[src/rtl/core/gpf_pkg.sv]
// Shared types, constants and saturation helpers for the gravity pair-force step core.
// No dependencies; imported by gpf_dp, gpf_ctrl and the top core module.
`default_nettype none
package gpf_pkg;

    localparam int MAX_PARTICLES_DEF = 64;
    localparam int FRAC_BITS_DEF     = 16;
    localparam int DT_W              = 17;
    localparam logic [DT_W-1:0] DT_RESET = 17'd656;
    localparam int IDX_OUT_W         = 6;
    localparam int S_TDATA_W         = 160;
    localparam int M_TDATA_W         = 136;

    // Datapath micro-operations
    typedef enum logic [4:0] {
        OP_NONE, OP_LOAD, OP_CLR, OP_CAPI, OP_CAPJ, OP_ABS, OP_MAA, OP_MBB, OP_MMM,
        OP_START1, OP_PCAP, OP_PLO, OP_PHI, OP_START2, OP_MCAP, OP_FWRI, OP_FWRJ,
        OP_UCAP, OP_UMF, OP_UV, OP_UMV, OP_UX, OP_UWR
    } dp_op_t;

    // Controller states
    typedef enum logic [4:0] {
        ST_IDLE, ST_CLR, ST_RDI, ST_RDJ, ST_CAPJ, ST_ABS, ST_MAA, ST_MBB, ST_MMM,
        ST_CHK, ST_W1, ST_PLO, ST_PHI, ST_D2S, ST_W2, ST_FRDI, ST_FWRI, ST_FWRJ,
        ST_URD, ST_UCAP, ST_UMF, ST_UV, ST_UMV, ST_UX, ST_UWR, ST_OUT
    } st_t;

    typedef struct packed {
        dp_op_t op;
        logic   comp;   // 0: x component, 1: y component
        logic   last;   // final particle of the step
    } cmd_t;

    typedef struct packed {
        logic s_zero;      // squared distance is zero
        logic units_idle;  // divider and square root both finished
    } status_t;

    // Clamp to the signed 32-bit range
    function automatic logic signed [31:0] sat32_fn(input logic signed [63:0] v);
        if (v > 64'sd2147483647) begin
            return 32'sh7FFF_FFFF;
        end else if (v < -64'sd2147483648) begin
            return 32'sh8000_0000;
        end
        return v[31:0];
    endfunction

    function automatic logic ovf32_fn(input logic signed [63:0] v);
        return (v > 64'sd2147483647) || (v < -64'sd2147483648);
    endfunction

endpackage
`default_nettype wire

[src/rtl/core/gpf_ctrl.sv]
// Controller: load counting, pair loop sequencing, update and emit sequencing.
// Depends on gpf_pkg; drives gpf_dp through cmd_t and reads status_t.
`default_nettype none
module gpf_ctrl #(
    parameter int MAX_PARTICLES = gpf_pkg::MAX_PARTICLES_DEF,
    localparam int IDX_W        = $clog2(MAX_PARTICLES),
    localparam int CNT_W        = $clog2(MAX_PARTICLES + 1)
) (
    input  wire logic              aclk,
    input  wire logic              aresetn,
    input  wire logic              s_tvalid,
    input  wire logic              s_tlast,
    output logic                   s_tready,
    output logic                   m_tvalid,
    input  wire logic              m_tready,
    input  wire gpf_pkg::status_t  status,
    output gpf_pkg::cmd_t          cmd,
    output logic [IDX_W-1:0]       rd_addr,
    output logic [IDX_W-1:0]       wr_addr
);
    import gpf_pkg::*;

    st_t              state_reg, state_next;
    logic [CNT_W-1:0] cnt_reg, cnt_next, n_reg, n_next;
    logic [CNT_W-1:0] i_reg, i_next, j_reg, j_next, idx_reg, idx_next;
    logic             c_reg, c_next;
    logic [CNT_W-1:0] j1, i1, i2, idx1;
    logic             cnt_room;

    always_ff @(posedge aclk) begin
        if (!aresetn) begin
            state_reg <= ST_IDLE;
            cnt_reg   <= '0;
            n_reg     <= '0;
            i_reg     <= '0;
            j_reg     <= '0;
            idx_reg   <= '0;
            c_reg     <= 1'b0;
        end else begin
            state_reg <= state_next;
            cnt_reg   <= cnt_next;
            n_reg     <= n_next;
            i_reg     <= i_next;
            j_reg     <= j_next;
            idx_reg   <= idx_next;
            c_reg     <= c_next;
        end
    end

    always_comb begin
        j1       = j_reg + 1'b1;
        i1       = i_reg + 1'b1;
        i2       = i_reg + CNT_W'(2);
        idx1     = idx_reg + 1'b1;
        cnt_room = (cnt_reg < CNT_W'(MAX_PARTICLES));

        state_next = state_reg;
        cnt_next   = cnt_reg;
        n_next     = n_reg;
        i_next     = i_reg;
        j_next     = j_reg;
        idx_next   = idx_reg;
        c_next     = c_reg;
        cmd.op     = OP_NONE;
        cmd.comp   = c_reg;
        cmd.last   = (idx1 == n_reg);
        rd_addr    = i_reg[IDX_W-1:0];
        wr_addr    = idx_reg[IDX_W-1:0];
        s_tready   = 1'b0;
        m_tvalid   = 1'b0;

        unique case (state_reg)
            ST_IDLE: begin
                s_tready = 1'b1;
                wr_addr  = cnt_reg[IDX_W-1:0];
                if (s_tvalid) begin
                    if (cnt_room) begin
                        cmd.op   = OP_LOAD;
                        cnt_next = cnt_reg + 1'b1;
                    end
                    if (s_tlast) begin
                        n_next     = cnt_room ? cnt_reg + 1'b1 : cnt_reg;
                        idx_next   = '0;
                        state_next = ST_CLR;
                    end
                end
            end
            // clear force store over the loaded entries
            ST_CLR: begin
                cmd.op = OP_CLR;
                if (idx1 == n_reg) begin
                    idx_next = '0;
                    i_next   = '0;
                    j_next   = CNT_W'(1);
                    state_next = (n_reg > CNT_W'(1)) ? ST_RDI : ST_URD;
                end else begin
                    idx_next = idx1;
                end
            end
            ST_RDI: begin
                rd_addr    = i_reg[IDX_W-1:0];
                state_next = ST_RDJ;
            end
            ST_RDJ: begin
                rd_addr    = j_reg[IDX_W-1:0];
                cmd.op     = OP_CAPI;
                state_next = ST_CAPJ;
            end
            ST_CAPJ: begin
                cmd.op     = OP_CAPJ;
                state_next = ST_ABS;
            end
            ST_ABS: begin
                cmd.op     = OP_ABS;
                state_next = ST_MAA;
            end
            ST_MAA: begin
                cmd.op     = OP_MAA;
                state_next = ST_MBB;
            end
            ST_MBB: begin
                cmd.op     = OP_MBB;
                state_next = ST_MMM;
            end
            ST_MMM: begin
                cmd.op     = OP_MMM;
                state_next = ST_CHK;
            end
            ST_CHK: begin
                if (!status.s_zero) begin
                    cmd.op     = OP_START1;
                    state_next = ST_W1;
                end
            end
            ST_W1: begin
                if (status.units_idle) begin
                    cmd.op     = OP_PCAP;
                    c_next     = 1'b0;
                    state_next = ST_PLO;
                end
            end
            ST_PLO: begin
                cmd.op     = OP_PLO;
                state_next = ST_PHI;
            end
            ST_PHI: begin
                cmd.op     = OP_PHI;
                state_next = ST_D2S;
            end
            ST_D2S: begin
                cmd.op     = OP_START2;
                state_next = ST_W2;
            end
            ST_W2: begin
                if (status.units_idle) begin
                    cmd.op     = OP_MCAP;
                    state_next = ST_FRDI;
                end
            end
            ST_FRDI: begin
                rd_addr    = i_reg[IDX_W-1:0];
                state_next = ST_FWRI;
            end
            ST_FWRI: begin
                rd_addr    = j_reg[IDX_W-1:0];
                wr_addr    = i_reg[IDX_W-1:0];
                cmd.op     = OP_FWRI;
                state_next = ST_FWRJ;
            end
            ST_FWRJ: begin
                wr_addr = j_reg[IDX_W-1:0];
                cmd.op  = OP_FWRJ;
                if (!c_reg) begin
                    c_next     = 1'b1;
                    state_next = ST_PLO;
                end
            end
            ST_URD: begin
                rd_addr    = idx_reg[IDX_W-1:0];
                state_next = ST_UCAP;
            end
            ST_UCAP: begin
                cmd.op     = OP_UCAP;
                c_next     = 1'b0;
                state_next = ST_UMF;
            end
            ST_UMF: begin
                cmd.op     = OP_UMF;
                state_next = ST_UV;
            end
            ST_UV: begin
                cmd.op     = OP_UV;
                state_next = ST_UMV;
            end
            ST_UMV: begin
                cmd.op     = OP_UMV;
                state_next = ST_UX;
            end
            ST_UX: begin
                cmd.op = OP_UX;
                if (!c_reg) begin
                    c_next     = 1'b1;
                    state_next = ST_UMF;
                end else begin
                    state_next = ST_UWR;
                end
            end
            ST_UWR: begin
                cmd.op     = OP_UWR;
                state_next = ST_OUT;
            end
            ST_OUT: begin
                m_tvalid = 1'b1;
                if (m_tready) begin
                    if (idx1 == n_reg) begin
                        cnt_next   = '0;
                        state_next = ST_IDLE;
                    end else begin
                        idx_next   = idx1;
                        state_next = ST_URD;
                    end
                end
            end
            default: state_next = ST_IDLE;
        endcase

        // advance to the next pair once a pair is done or skipped
        if (((state_reg == ST_CHK) && status.s_zero) ||
            ((state_reg == ST_FWRJ) && c_reg)) begin
            if (j1 < n_reg) begin
                j_next     = j1;
                state_next = ST_RDI;
            end else if (i2 < n_reg) begin
                i_next     = i1;
                j_next     = i2;
                state_next = ST_RDI;
            end else begin
                idx_next   = '0;
                state_next = ST_URD;
            end
        end
    end
endmodule
`default_nettype wire

[config.mk]
export PLATFORM = sky130hd
export DESIGN_NAME = gpf_ctrl
export DESIGN_NICKNAME = d
export VERILOG_FILES = /design/src/rtl/core/gpf_pkg.sv /design/src/rtl/core/gpf_ctrl.sv
export SDC_FILE = /design/constraint.sdc
export NUM_CORES = 1
export LEC_CHECK = 0
export BUFFER_PORTS_ARGS = -buffer_cell sky130_fd_sc_hd__clkbuf_2
export CAP_MARGIN = 20
export CORE_MARGIN = 2
export CORE_UTILIZATION = 50
export CTS_BUF_LIST = sky130_fd_sc_hd__clkbuf_4 sky130_fd_sc_hd__clkbuf_8
export DETAILED_ROUTE_END_ITERATION = 6
export PLACE_DENSITY = 0.69
export REMOVE_ABC_BUFFERS = 1
export SLEW_MARGIN = 20
export SYNTH_ARGS = -nofsm -noshare
export SYNTH_HDL_FRONTEND = slang
export SYNTH_SLANG_ARGS = --single-unit
[constraint.sdc]
create_clock -name aclk -period 3.5 [get_ports aclk]
set_input_delay 0.35 -clock aclk [delete_from_list [all_inputs] [get_ports aclk]]
set_output_delay 0.35 -clock aclk [all_outputs]
set_load 0.005 [all_outputs]
Word-level counts from Yosys, hierarchy flattened
Cells that the tools add are included.

storage, ports and cells
  bits in registers = 41
  input bits = 7
  word-level logic and storage cells = 117
  output and inout port bits = 21

cells by class
  magnitude comparators = 4
  equal/unequal tests = 38
  add/subtract/negate cells = 5
  multiplexer cells = 51
  reduce and logical (&&, ||, !) cells = 12

operators with widths
  operator                                                        number
  2-to-1 mux 7 bit                                                22
  case mux 5 bit (26 select lines)                                1
  case mux 5 bit (22 select lines)                                1
  2-to-1 mux 5 bit                                                13
  == test 5 bit (second input constant)                           10
  == test 5 x 4 -> 1 bit (second input constant)                  8
  adder 7 x 1 -> 7 bit (second input constant)                    4
  case mux 7 bit (3 select lines)                                 1
  == test 5 x 3 -> 1 bit (second input constant)                  4
  != test 3 bit (second input constant)                           6
  case mux 6 bit (3 select lines)                                 1
  2-to-1 mux 4 bit                                                4
  less-than comparator 7 bit                                      2
  case mux 7 bit (2 select lines)                                 1
  case mux 6 bit (2 select lines)                                 1
  == test 5 x 2 -> 1 bit (second input constant)                  2
  != test 2 bit (second input constant)                           4
  AND reduction 8 bit                                             1
  adder 7 x 2 -> 7 bit (second input constant)                    1
  == test 7 bit                                                   1
  greater-than comparator 7 x 1 -> 1 bit (second input constant)  1
  less-than comparator 7 bit (second input constant)              1
  != test 3 x 2 -> 1 bit (second input constant)                  2
  == test 5 x 1 -> 1 bit (second input constant)                  1
  11 further kinds                                                17

Longest topological paths before layout
Gate-level depths: netlist of run 1.

  depth after elaboration = 8
  mapped depth = 11
  gate-level depth less buffers = 11

Worst setup path after synthesis of run 1
OpenSTA, ideal clock, no wires.

  path type = register to register
  start point = register idx_reg[0]
  end point = register idx_reg[0]
  stages on the path, launching flop included = 11
  arrival time = 2.561 ns
  required time = 3.361 ns
  buffers on the path = 1
  setup slack = 0.800 ns
  period minus slack after synthesis = 2.700 ns
  setup time = 0.139 ns
  cells stage by stage = dfxtp_1 > ha_1 > nand3_2 > or3_4 > a2111oi_4 > nand3_2 > buf_2 > ha_1 > nor2_1 > a221oi_1 > nor2_1

on the way
  cells in the longest elaborated chain, start to end = 8
  elaborated cells on any way between the ends = 11
  classes of those cells = add/sub (1); eq/ne (1); mux (9)

ends and longest elaborated chain
  element                            line                             text
  from (decl)                        gpf_ctrl.sv:25                   logic [CNT_W-1:0] i_reg, i_next, j_reg, j_next, idx_reg, idx_next;
  from (signal assigned)             gpf_ctrl.sv:45                   idx_reg <= idx_next;
  adder 7 x 1 -> 7 bit               gpf_ctrl.sv:54                   idx1 = idx_reg + 1'b1;
  == test 7 bit                      gpf_ctrl.sv:91, gpf_ctrl.sv:215
  2-to-1 mux 7 bit                   gpf_ctrl.sv:215                  if (idx1 == n_reg) begin
  2-to-1 mux 7 bit                   gpf_ctrl.sv:214                  if (m_tready) begin
  case mux 7 bit (3 select lines) *  gpf_ctrl.sv:72                   unique case (state_reg)
  2-to-1 mux 7 bit                   gpf_ctrl.sv:233                  end else if (i2 < n_reg) begin
  2-to-1 mux 7 bit                   gpf_ctrl.sv:230                  if (j1 < n_reg) begin
  2-to-1 mux 7 bit *                 gpf_ctrl.sv:228                  if (((state_reg == ST_CHK) && status.s_zero) ||

Mark *: on every way between the ends. The rest lies on a longest branch, timed or not.
A chain may end at the register's enable or synchronous reset.

==> metrics, run 1 <==
outcome=completed; Peak Freq=311 MHz; unrepaired setup endpoints after global routing=false; Max Buffers Root-to-Sink=2; delay-heaviest family, CP=simple AND/OR/NAND/NOR gates; # Post-CTS Setup Buffers=0; Worst Tran Pin Value=0.802 ns; Synth area leader=dfxtp_1; Layout Skew=between 0.006 and 0.007 ns; CTS buffer count=5; share of layout cells above drive strength 1=13.4%; Die Height=roughly 86 um; RR Endpoint=idx_reg[4]$_SDFF_PN0_; startpoint type of the worst setup path=flop; DR WL/cell=18.7 um; CP max FO=12; Hold Vio Cnt, Final=0; Power Density=586 nW/um^2; standard-cell rows=29; initial antenna violation count=0; worst setup path startpoint=idx_reg[0]$_SDFF_PN0_; drt first-iter violations=259; synth top area cells=dfxtp_1, ha_1, nand2_1; # setup viols final=0; core area=around 6400 sq um; Final Slew Violations=0; total negative slack=0 ns; synthesized instance count=436; Required @ worst endpoint=3.15 ns; DR vias=3428; Placer Congestion=0.927; Initial Utilization=52.5%; Synth top area share=24.4%; total power=approximately 2.1 mW; number of flops mapped to enable cells by yosys=0; WS Path Type=reg -> out; Worst path max stage delay=0.50 ns; post-cts gate resize count=0; global route overflow=0; vias in the first global route=around 3200; Buf/Inv on CP=3; Filler cells=between 600 and 700; most frequent cells in the layout=dfxtp_1, nand2_1, nor2_1; Sink Count=41; Final Instance Area=3620 sq um; number of buffers inserted by port buffering=27; vias per inst=6.53; Final ANT Viol Nets=0; first-pass GRT wire length=16.0 mm; nets@finish=472; reg2reg path depth=9; # diodes=0; Area growth, synth to finish=7.54%; Crit-path slowest cell=dfxtp_1; clk root buf=clkbuf_8; Area after DPL=~3500 sq um; R2R Path Start=j_reg[0]$_SDFF_PN0_; I/O Pins=28; Peak VDD IR=0.297 mV; CP cell instances=ha_1 -> nand3_2 -> or3_4 -> a2111oi_4 -> nand3_2 -> buf_4 -> clkinv_2 -> clkbuf_2; final wirelength=9.81 mm; H-tree level count=2; sequential cell area fraction in the yosys report=24.4%; DR DRC count=0; largest net degree at the start of global routing=25; All-Layer GR Usage=27.3%; Skew-Pair Late Insertion Delay=0.30 ns; max cap viols=0; static leakage=1.44 nW; commonest non-fill, non-tap cell in the layout=dfxtp_1; CTS tree=built; HPWL Detailed=about 7.3 mm; warnings from Yosys=0; Critical Path AT=2.87 ns; Min Hold Slack=about 0.45 ns; Die ar.=7410 sq um; Worst setup EP type=output pin; worst hold path class=in -> reg; Seq cells post-synth=between 40 and 50; WP depth=8; DRT Pass-1 Iters=6; Slew headroom=46.5%; hold_buf cts=0; Synth Flop Type=dfxtp_1; clk slew on worst S/H paths=about 0.08 ns; cell repeated most along the worst path=nand3_2; Final Critical Period=3.22 ns; die width=between 80 and 90 um; post-synth cell types=68; Mean Syn Cell Area=about 7.7 sq um; Worst R2R Setup Slack=around 0.42 ns; end of the critical path=cmd[0]; FFs w/ async S/R, synth=0%; period utilisation layout=between 90% and 100%; Synth Cell Area=3370 sq um
## cells in the mapped netlist (all sizes together) (3+ instances only)
| library cell | instances |
|---|---|
| or3 | 7 |
| a22o | 7 |
| dfxtp | 41 |
| and3 | 6 |
| ha | 18 |
| o21bai | 3 |
| a221o | 9 |
| xnor2 | 13 |
| nor3b | 3 |
| nand3 | 17 |
| o21ai | 29 |
| a21o | 4 |
| buf | 8 |
| nand4 | 6 |
| nor4b | 3 |
| nor2 | 39 |
| a311oi | 4 |
| a31oi | 7 |
| nor4 | 3 |
| xor2 | 10 |
| and2 | 7 |
| o31ai | 3 |
| a21oi | 18 |
| mux2i | 5 |
| a22oi | 8 |
| o2bb2ai | 3 |
| nor3 | 8 |
| nand2 | 40 |
| inv | 13 |
| a211oi | 6 |
| nand2b | 8 |
| a221oi | 6 |
| nor2b | 5 |
| o211ai | 7 |
| o221a | 3 |
| clkbuf | 23 |
| o22ai | 7 |
## layout make-up
class / count / area (sq um) / area share, %
well taps: 77 / 96.3 / 2.66
repair buffers: 35 / 195 / 5.39
clock inverters: 2 / 13.8 / 0.380
inverters: 15 / 57.6 / 1.59
multi-input cells: 349 / 2360 / 65.1
clock buffers: 6 / 82.6 / 2.28
flip-flops and latches: 41 / 821 / 22.7
## through the flow
stage | setup WS (ns) | cells | util [%]
floorplan | 0.822 | 405 | -
global placement | 0.610 | 517 | 54.9
detailed placement | 0.508 | 517 | 54.9
CTS | 0.331 | 525 | 56.4
global route | 0.113 | 525 | 56.4
finish | 0.284 | 525 | 56.4
## worst min-delay path by stage
stage,start,endpoint,slack [ns],cells past startpoint
after floorplan,j_reg[6]$_SDFF_PN0_,j_reg[6]$_SDFF_PN0_,0.45,1
after global placement,j_reg[6]$_SDFF_PN0_,j_reg[6]$_SDFF_PN0_,0.48,1
after global routing,status[0],c_reg$_SDFFE_PN0P_,0.48,4
final,status[0],c_reg$_SDFFE_PN0P_,0.45,4
after detailed placement,j_reg[6]$_SDFF_PN0_,j_reg[6]$_SDFF_PN0_,0.48,1
after CTS,status[0],c_reg$_SDFFE_PN0P_,0.45,4
## routing by layer
metal	track usage (%)	vias to the layer above	part of all wire, %
met5	0	-	0
met4	8.37	0	1.5
met3	5.00	17	7.9
met2	43.1	147	47
met1	37.8	1605	44
li1	-	1659	-
## kinds of logic (layout without fill, tap and decap cells)
| group | after synthesis | in the layout | share of synthesized area [%] |
|---|---|---|---|
| simple gates | 161 | 161 | 24.5 |
| compound gates | 142 | 142 | 31.3 |
| buf+inv | 46 | 58 | 5.68 |
| flops | 41 | 41 | 24.4 |
| xor+xnor | 23 | 23 | 5.98 |
| fa+ha+maj | 18 | 18 | 6.68 |
| mux | 5 | 5 | 1.49 |
## power breakdown
| part | leakage, nW | internal (mW) | switching [mW] | total (mW) |
|---|---|---|---|---|
| clock network | 0.0512 | 0.160 | 0.180 | 0.340 |
| logic | 1.06 | 0.438 | 0.741 | 1.18 |
| registers | 0.332 | 0.517 | 0.0865 | 0.603 |
| total | 1.44 | 1.11 | 1.01 | 2.12 |
## tightest hold or removal path, delay by kind of cell
| family | cells | cell delay (ns) |
|---|---|---|
| AOI/OAI and AO/OA | 1 | 0.07 |
| buffers and inverters | 1 | 0.11 |
| and+or+nand+nor | 2 | 0.19 |
No activity file was read; power rests on OpenSTA's default activity.
==> run 2: changes to the inputs <==
--- a/config.mk
+++ b/config.mk
@@ -10,7 +10,10 @@
 export CORE_MARGIN = 2
 export CORE_UTILIZATION = 50
 export CTS_BUF_LIST = sky130_fd_sc_hd__clkbuf_4 sky130_fd_sc_hd__clkbuf_8
+export CTS_CLUSTER_SIZE = 16
 export DETAILED_ROUTE_END_ITERATION = 6
+export HOLD_SLACK_MARGIN = 0.02
+export MAX_ROUTING_LAYER = met4
 export PLACE_DENSITY = 0.69
 export REMOVE_ABC_BUFFERS = 1
 export SLEW_MARGIN = 20
==> metrics, run 2 (synthesis results as in run 1) <==
DR vias=3458 (+0.88%); CTS buffer count=5 (unchanged); clk root buf=clkbuf_8; H-tree level count=2 (unchanged); unrepaired setup endpoints after global routing=false; drt first-iter violations=320 (+24%); nets@finish=470 (-0.42%); largest net degree at the start of global routing=25 (unchanged); max cap viols=0 (unchanged); non-filler cells, final=523 (-0.38%); DR DRC count=0 (unchanged); Worst setup EP type=output pin; I/O Pins=28 (unchanged); Worst Tran Pin Value=0.794 ns (-0.00790 ns); Area growth, synth to finish=7.09%; Critical Path AT=2.75 ns (-0.12 ns); Peak Freq=323 MHz (+3.8%); Final ANT Viol Nets=0 (unchanged); Placer Congestion=0.960 (+3.6%); number of buffers inserted by port buffering=27 (unchanged); Final Critical Period=3.10 ns (-0.117 ns); HPWL Detailed=7.42 mm (+1.9%); Crit-path slowest cell=dfxtp_1; Skew-Pair Late Insertion Delay=0.30 ns (about the same); Hold Vio Cnt, Final=0 (unchanged); outcome=completed; CTS tree=built; static leakage=1.43 nW (-0.68%); commonest non-fill, non-tap cell in the layout=dfxtp_1; final wirelength=9.97 mm (+1.6%); All-Layer GR Usage=28.7% (+1.4 points); Worst path max stage delay=0.50 ns (about the same); hold_buf cts=0 (unchanged); placed cells=515 (-0.39%); Final Slew Violations=0 (unchanged); Place WS=0.506 ns (-0.00197 ns); Layout Skew=0.00645 ns (+0.0000986 ns); Die Height=86.1 um (unchanged); # Post-CTS Setup Buffers=0 (unchanged); total power=2.11 mW (-0.43%); share of layout cells above drive strength 1=13.0% (-0.39 points); Slew headroom=47.0% (+0.53 points); CP cell instances=ha_1 -> nand3_2 -> or3_4 -> a2111oi_4 -> nand3_2 -> buf_4 -> clkinv_2 -> clkbuf_2; initial antenna violation count=0 (unchanged); Final Instance Area=3610 sq um (-0.41%); vias per inst=6.61 (+1.3%); global route overflow=0 (unchanged); Required @ worst endpoint=3.15 ns (about the same); Peak VDD IR=0.341 mV (+15%); most frequent cells in the layout=dfxtp_1, nand2_1, nor2_1; clk slew on worst S/H paths=0.08 ns (about the same); DRT Pass-1 Iters=5 (-1); Initial Utilization=52.5% (unchanged); worst hold path class=in -> reg; core area=6420 sq um (unchanged); cell repeated most along the worst path=nand3_2; CP max FO=14 (+2); # setup viols final=0 (unchanged); final worst slack=0.401 ns (+0.117 ns); standard-cell rows=29 (unchanged); Max Buffers Root-to-Sink=2 (unchanged); total negative slack=0 ns (unchanged); startpoint type of the worst setup path=flop; DR WL/cell=19.1 um (+2.0%); WS Path Type=reg -> out; Power Density=585 nW/um^2 (about the same); first-pass GRT wire length=16.3 mm (+2.4%); Sink Count=41 (unchanged); vias in the first global route=3114 (-2.2%); Die ar.=7410 sq um (unchanged); die width=86.1 um (unchanged); # diodes=0 (unchanged); Area after DPL=3510 sq um (-0.43%); Min Hold Slack=0.447 ns (-0.000730 ns); fin util=56.2% (-0.23 points); period utilisation layout=88.5% (-3.4 points); post-cts gate resize count=0 (unchanged)
==> run 2: metal layers <==
metal | GRT usage, % | up-vias | wire length, um
met4 | 9.24 | 0 | 271
met3 | 3.08 | 26 | 623
met2 | 43.4 | 129 | 4510
li1 | - | 1656 | -
met5 | - | - | 0
met1 | 40.0 | 1647 | 4560
==> run 2: worst paths after layout <==
kind	from	to	slack, ns	depth (start not counted)
setup / recovery	idx_reg[0]$_SDFF_PN0_	cmd[0]	0.40	8
hold / removal	status[0]	c_reg$_SDFFE_PN0P_	0.45	4
setup reg to reg	i_reg[2]$_SDFF_PN0_	idx_reg[2]$_SDFF_PN0_	0.42	10
hold reg to reg	j_reg[6]$_SDFF_PN0_	j_reg[6]$_SDFF_PN0_	0.50	1
==> run 2: worst max-delay path, delay by kind of cell (launching register included) <==
family	cells	cell delay, ns
buffers and inverters	3	0.42
AOI/OAI and AO/OA	1	0.42
DFF	1	0.50
adders and majority gates	1	0.36
and+or+nand+nor	3	0.75
==> run 2: cell type report <==
class	count	area [sq um]
repair buffers	33	180
inverters	15	57.6
fillers	607	2810
clock buffers	6	82.6
multi-input cells	349	2360
well taps	77	96.3
clock inverters	2	13.8
flip-flops and latches	41	821
==> run 2: report_power, final <==
group	switching [mW]	total, mW	internal, mW
registers	0.0886	0.605	0.517
logic	0.737	1.17	0.433
clock network	0.177	0.337	0.160
total	1.00	2.11	1.11
